### src/rtl/core/sos_pkg.sv
// sos_pkg: shared widths, codes and types for the set-of-stacks block
// no dependencies; imported by set_of_stacks_with_pop_at, sos_front and sos_engine
`timescale 1ns / 1ps

package sos_pkg;

    localparam int DEFAULT_STORE_DEPTH = 256;

    localparam int VAL_W     = 32;
    localparam int CAP_W     = 9;
    localparam int IDX_W     = 8;
    localparam int ACT_W     = 2;
    localparam int CNT_OUT_W = 9;
    localparam int PROD_W    = IDX_W + 1 + CAP_W;

    localparam int S_DATA_W = ((VAL_W + IDX_W) + 7) / 8 * 8;
    localparam int S_PAD_W  = S_DATA_W - VAL_W - IDX_W;
    localparam int M_DATA_W = ((VAL_W + 2 * CNT_OUT_W) + 7) / 8 * 8;
    localparam int M_PAD_W  = M_DATA_W - VAL_W - 2 * CNT_OUT_W;

    localparam logic [CAP_W-1:0] CAP_RESET = CAP_W'(3);

    localparam logic [ACT_W-1:0] ACT_PUSH   = 2'd0;
    localparam logic [ACT_W-1:0] ACT_POP    = 2'd1;
    localparam logic [ACT_W-1:0] ACT_POP_AT = 2'd2;

    typedef enum logic [1:0] {
        CMD_PUSH,
        CMD_POP,
        CMD_POP_AT,
        CMD_NOP
    } cmd_kind_t;

    typedef enum logic [1:0] {
        STS_OK    = 2'd0,
        STS_EMPTY = 2'd1,
        STS_FULL  = 2'd2,
        STS_RANGE = 2'd3
    } status_t;

    typedef enum logic [2:0] {
        ENG_IDLE,
        ENG_POP_DATA,
        ENG_AT_POS,
        ENG_AT_DATA,
        ENG_SHIFT,
        ENG_DIV
    } eng_state_t;

    typedef struct packed {
        cmd_kind_t         kind;
        logic [VAL_W-1:0]  value;
        logic [IDX_W-1:0]  idx;
    } cmd_t;

    typedef struct packed {
        logic [VAL_W-1:0]     popped;
        status_t              status;
        logic [CNT_OUT_W-1:0] item_count;
        logic [CNT_OUT_W-1:0] substack_count;
    } res_t;

endpackage

### src/rtl/core/sos_front.sv
// sos_front: accepts input transactions, decodes the action and queues commands
// depends on sos_pkg
`timescale 1ns / 1ps

module sos_front (
    input  logic                          aclk,
    input  logic                          aresetn,
    input  logic                          s_valid,
    output logic                          s_ready,
    input  logic [sos_pkg::ACT_W-1:0]     action,
    input  logic [sos_pkg::VAL_W-1:0]     push_value,
    input  logic [sos_pkg::IDX_W-1:0]     substack_index,
    output logic                          cmd_valid,
    input  logic                          cmd_ready,
    output sos_pkg::cmd_t                 cmd
);
    import sos_pkg::*;

    cmd_t       slot_reg [2];
    logic       wr_ptr_reg, wr_ptr_next;
    logic       rd_ptr_reg, rd_ptr_next;
    logic [1:0] count_reg, count_next;
    cmd_t       decoded;
    logic       push_en;
    logic       pop_en;

    always_comb begin
        decoded.value = push_value;
        decoded.idx   = substack_index;
        unique case (action)
            ACT_PUSH:   decoded.kind = CMD_PUSH;
            ACT_POP:    decoded.kind = CMD_POP;
            ACT_POP_AT: decoded.kind = CMD_POP_AT;
            default:    decoded.kind = CMD_NOP;
        endcase
    end

    assign s_ready   = (count_reg != 2'd2);
    assign cmd_valid = (count_reg != 2'd0);
    assign cmd       = slot_reg[rd_ptr_reg];
    assign push_en   = s_valid && s_ready;
    assign pop_en    = cmd_valid && cmd_ready;

    always_comb begin
        wr_ptr_next = push_en ? ~wr_ptr_reg : wr_ptr_reg;
        rd_ptr_next = pop_en ? ~rd_ptr_reg : rd_ptr_reg;
        count_next  = count_reg + {1'b0, push_en} - {1'b0, pop_en};
    end

    always_ff @(posedge aclk) begin
        if (!aresetn) begin
            wr_ptr_reg <= 1'b0;
            rd_ptr_reg <= 1'b0;
            count_reg  <= 2'd0;
        end else begin
            wr_ptr_reg <= wr_ptr_next;
            rd_ptr_reg <= rd_ptr_next;
            count_reg  <= count_next;
        end
    end

    always_ff @(posedge aclk) begin
        if (push_en) begin
            slot_reg[wr_ptr_reg] <= decoded;
        end
    end

endmodule

### config.mk
export PLATFORM = sky130hd
export DESIGN_NAME = sos_front
export DESIGN_NICKNAME = d
export VERILOG_FILES = /design/src/rtl/core/sos_pkg.sv /design/src/rtl/core/sos_front.sv
export SDC_FILE = /design/constraint.sdc
export NUM_CORES = 1
export LEC_CHECK = 0
export BUFFER_PORTS_ARGS = -buffer_cell sky130_fd_sc_hd__buf_2
export CAP_MARGIN = 20
export CORE_UTILIZATION = 45
export DETAILED_ROUTE_END_ITERATION = 16
export GPL_ROUTABILITY_DRIVEN = 0
export GPL_TIMING_DRIVEN = 0
export PLACE_DENSITY = 0.82
export SLEW_MARGIN = 40
export SYNTH_ARGS = -nofsm -noshare
export SYNTH_HDL_FRONTEND = slang
export SYNTH_SLANG_ARGS = --single-unit
### constraint.sdc
create_clock -name aclk -period 2.7 [get_ports aclk]
set_clock_uncertainty 0.05 [all_clocks]
set_input_delay 0 -clock aclk [delete_from_list [all_inputs] [get_ports aclk]]
set_output_delay 0 -clock aclk [all_outputs]
set_load 0.05 [all_outputs]
[Word-level counts from Yosys, hierarchy flattened]
Memories as Yosys holds them, arrays and structs flattened. A register that Yosys moved wholly into a read port is not among the register bits.
Index checks and enable logic that the tools add are counted.
Storage, ports and cells
  bits in registers: 4
  bits in writable memories: 84
  bits of input ports: 46
  logic and storage cells: 20
  memories: 1
Operators by class
  add/sub/neg operators: 2
  equal/unequal tests: 3
  multiplexer cells: 5
  bitwise operators: 2
  reductions and logical operators: 4
Memories
  slot_reg: words 2, bits a word 42, rd ports 1, clocked after memory_dff 1, write ports 1, RTL line sos_front.sv:19  | cmd_t slot_reg [2];
Operators by type and width (number)
  case mux 2 bit (3 select lines): 1
  two-way mux 1 bit: 4
  adder 2 x 1 -> 2 bit: 1
  equality test 2 x 1 -> 1 bit (second input constant): 1
  equality test 2 bit (second input constant): 1
  logical AND 1 bit: 2
  zero test 2 bit: 1
  != test 2 bit (second input constant): 1
  NOT 1 bit: 2
  nonzero test 2 bit: 1
  subtractor 2 x 1 -> 2 bit: 1

[Logic depth before layout (Yosys ltp)]
  depth in word-level cells: 4
  mapped depth: 8
  gate-level depth less buffers: 8

[Worst setup path before layout]
OpenSTA, ideal clock, no wires.
  kind: register -> register
  start point: reg count_reg[0]
  end point: mem slot_reg[0][0] in the netlist's numbering (enable)
  setup time: 0.442 ns
  data arrival time: 2.798 ns
  setup slack: -0.590 ns
  stages on the path, launching flop included: 4
  path buffers: 0
  clock period less this slack: 3.290 ns
  cells stage by stage: dfxtp_1 -> nand2b_1 -> nand2_1 -> nor2_1
On the way
  longest elaborated chain between the ends: 4
RTL lines
  start, declared: RTL line sos_front.sv:22  | logic [1:0] count_reg, count_next;
  start signal, assigned: RTL line sos_front.sv:58  | count_reg <= count_next;
  != test 2 bit: RTL line sos_front.sv:38  | assign s_ready = (count_reg != 2'd2);
  named net s_ready: RTL line sos_front.sv:9  | output logic s_ready,
  logical AND 1 bit: RTL line sos_front.sv:41  | assign push_en = s_valid && s_ready;
  two-way mux 1 bit: RTL line sos_front.sv:63  | if (push_en) begin
  two-way mux 1 bit (not written as such): RTL line sos_front.sv:64  | slot_reg[wr_ptr_reg] <= decoded;
  end, declared: RTL line sos_front.sv:19
The timed path passes the listed nets, and every way through them passes these cells.

[Worst setup path after layout]
  start point: reg count_reg[0]
  end point: reg count_reg[1]
On the way
  longest elaborated chain between the ends: 4
RTL lines
  != test 2 bit: RTL line sos_front.sv:38
  logical AND 1 bit: RTL line sos_front.sv:41
  adder 2 x 1 -> 2 bit: RTL line sos_front.sv:47  | count_next = count_reg + {1'b0, push_en} - {1'b0, pop_en};
  subtractor 2 x 1 -> 2 bit (*): RTL line sos_front.sv:47
Mark *: on every way between the ends. The rest lies on a longest branch, timed or not.
A chain may end at the register's enable or synchronous reset.

==> results.json <==
{
  "start_util_pct": 47.2,
  "cp.arrival_ns": 1.95,
  "cts_tree": "done",
  "core_area_um2": 7370,
  "detailed_place_hpwl_mm": 3.71,
  "nFillCells": 545,
  "synth_fp_nets": 205,
  "ys_seq_elements": 89,
  "peakVddDrop_v": 0.000581,
  "post-place-ws_ns": 0.953,
  "viasPerCell": 4.57,
  "critical-path-max-stage-delay_ns": 0.37,
  "min_period_ns": 1.76,
  "grt_usage_pct": 15.5,
  "hold_violations": 0,
  "cpMaxStageDelayCell": "dfxtp_1",
  "synth_top_area_share_pct": 72.5,
  "ys_types": 19,
  "avgSynthCellArea_um2": 22.2,
  "layout-area-overhead-vs-synth_pct": 36.3,
  "dieArea_um2": 8090,
  "cts_resized": 0,
  "antenna_found_initial": 0,
  "status": "finished, final reports clean",
  "die_h_um": 89.9,
  "synthArstFlopShare_pct": 0,
  "yosys.area.top_type": "edfxtp_1",
  "fin_util_pct": 64.3,
  "critPathKind": "reg2reg",
  "cp-end-kind": "flip-flop",
  "grt_max_degree": 29,
  "worst_hold_path_type": "in2reg",
  "drt-initial-drc-count": 57,
  "grt_pass1_wl_mm": 9.25,
  "cp_max_fo": 4,
  "finalMaxSlewViolations": 0,
  "wl_per_cell_um": 14.6,
  "ant_nets": 0,
  "synth_area_leaders": "edfxtp_1, mux2_4, dfxtp_1",
  "clockRootBuffer": "clkbuf_8",
  "portBuffers": 87,
  "cp_top_family": "adder cells",
  "syn_area_um2": 3480,
  "core.rowCount": 31,
  "p_per_area_nw_per_um2": 958,
  "yosysMostFrequentCell": "edfxtp_1",
  "h-tree-depth": 3,
  "via_count": 1841,
  "cts_buffer_depth": 2,
  "numCtsBuffers": 9,
  "yosys_warnings": 0,
  "drive_above_1_share_pct": 50.7,
  "crit_chain": "nand2b_1, nand2_1, ha_1, inv_1, ha_1, xnor2_1, xnor2_1, and2_1",
  "fp.dieW_um": 89.9,
  "fin_crit_sh_pct": 65.1,
  "synth_ff_type": "edfxtp_1",
  "drt_first_pass_iters": 4,
  "grt_setup_unrepaired": "no",
  "start_kind": "flip-flop",
  "cts.sinks": 89,
  "syn_inst": 157,
  "antenna_cells_inserted": 0,
  "clock_latency_ns": 0.34,
  "largest_reg_flops": 84,
  "clk_pin_slew_ns": 0.07,
  "leakagePower_nw": 1.88,
  "synth.yosys.seq_area_share_pct": 75.4,
  "drt-total-wl_mm": 5.90,
  "slew_headroom_pct": 64.5,
  "cp_num_buf_inv": 1,
  "r2r_setup_slack_ns": 0.94,
  "synth_edf_count": 84,
  "required_ns": 2.89,
  "cts_setup_buffers": 0,
  "grt_pass1_vias": 1980,
  "grt.overflow.total": 0,
  "cap_violations": 0,
  "drc": 0,
  "synth_commonest_cells": "edfxtp_1, mux2_4, dfxtp_1",
  "finalSetupViolCount": 0,
  "setup_ws_ns": 0.941,
  "num_io_pins": 90,
  "worst_slew_pin_slew_ns": 0.531,
  "fin_nets": 349,
  "clock.fmax_mhz": 569
}
## stage by stage
| step | hold slack [ns] | area, um^2 | cells | power [mW] | TNS (ns) |
|---|---|---|---|---|---|
| 3_5_place_dp | 0.141 | 4110 | 346 | 3.62 | 0 |
| 4_1_cts | 0.0134 | 4740 | 403 | 4.59 | 0 |
| 2_1_floorplan | 0.0489 | 3480 | 157 | 3.26 | 0 |
| 6_report | 0.0391 | 4740 | 403 | 4.54 | 0 |
| 3_3_place_gp | 0.137 | 4040 | 343 | 3.55 | -2.10 |
| 5_1_grt | 0.0476 | 4740 | 403 | 4.73 | 0 |
## timing repair
| item | 4_1_cts | 5_1_grt |
|---|---|---|
| setup endpoints to repair | 0 | 0 |
| hold buffers | 43 | 0 |
| hold endpoints to repair | 89 | 0 |
## cell type report
| cell class | instances | area, um^2 | area share [%] |
|---|---|---|---|
| buffer | 7 | 98.8 | 2.08 |
| clock buffer | 10 | 128 | 2.69 |
| clock inverter | 4 | 70.1 | 1.48 |
| inverter | 1 | 3.75 | 0.0792 |
| multi-input combinational | 60 | 767 | 16.2 |
| sequential | 89 | 2620 | 55.3 |
| tap | 99 | 124 | 2.61 |
| timing repair buffer | 133 | 928 | 19.6 |
## worst min-delay path, delay by kind of cell
| family | cells | cell delay (ns) |
|---|---|---|
| AO/OA/AOI/OAI | 1 | 0.14 |
| XOR/XNOR | 1 | 0.07 |
| buffers and inverters | 1 | 0.08 |
| AND/OR/NAND/NOR | 1 | 0.09 |
## routing by layer
metal | part of all wire [%] | track usage (%)
met4 | 1.9 | 8.06
met5 | 0 | 0
met1 | 40 | 16.4
met2 | 54 | 28.8
met3 | 3.9 | 3.13
## cells by family after synthesis
family | after synthesis | synth area share, %
AO/OA/AOI/OAI | 1 | 0.252
XOR/XNOR | 3 | 0.755
adder cells (fa/ha/maj) | 2 | 0.719
buffers and inverters | 8 | 2.95
flip-flops | 89 | 75.4
multiplexers | 43 | 18.2
AND/OR/NAND/NOR | 11 | 1.76
## final timing paths
| path | from | end | cells after the start |
|---|---|---|---|
| max reg2reg | count_reg[0] | count_reg[1] | 8 |
| min reg2reg | rd_ptr_reg | flip-flop | 2 |
| min | cmd_ready | flip-flop | 4 |
| max | count_reg[0] | count_reg[1] | 8 |
## power breakdown
part | internal (mW) | leakage [nW] | total, mW | switching [mW]
sequential | 1.73 | 0.826 | 1.79 | 0.0602
clock | 0.508 | 0.102 | 0.923 | 0.415
combinational | 0.683 | 0.951 | 1.83 | 1.14
## layout by cell type (no fill, tap or decap), types with 2 or more instances in the layout
| master | n |
|---|---|
| clkinv_2 | 2 |
| dfxtp_1 | 5 |
| and2_1 | 2 |
| buf_12 | 5 |
| clkbuf_8 | 9 |
| mux2_4 | 40 |
| nand2_1 | 2 |
| nand2b_1 | 2 |
| nor2b_1 | 2 |
| mux2_2 | 2 |
| xnor2_1 | 3 |
| bufinv_16 | 2 |
| buf_2 | 87 |
| clkbuf_1 | 3 |
| dlygate4sd3_1 | 43 |
| edfxtp_1 | 84 |
| ha_1 | 2 |
No activity file was read; power rests on OpenSTA's default activity.
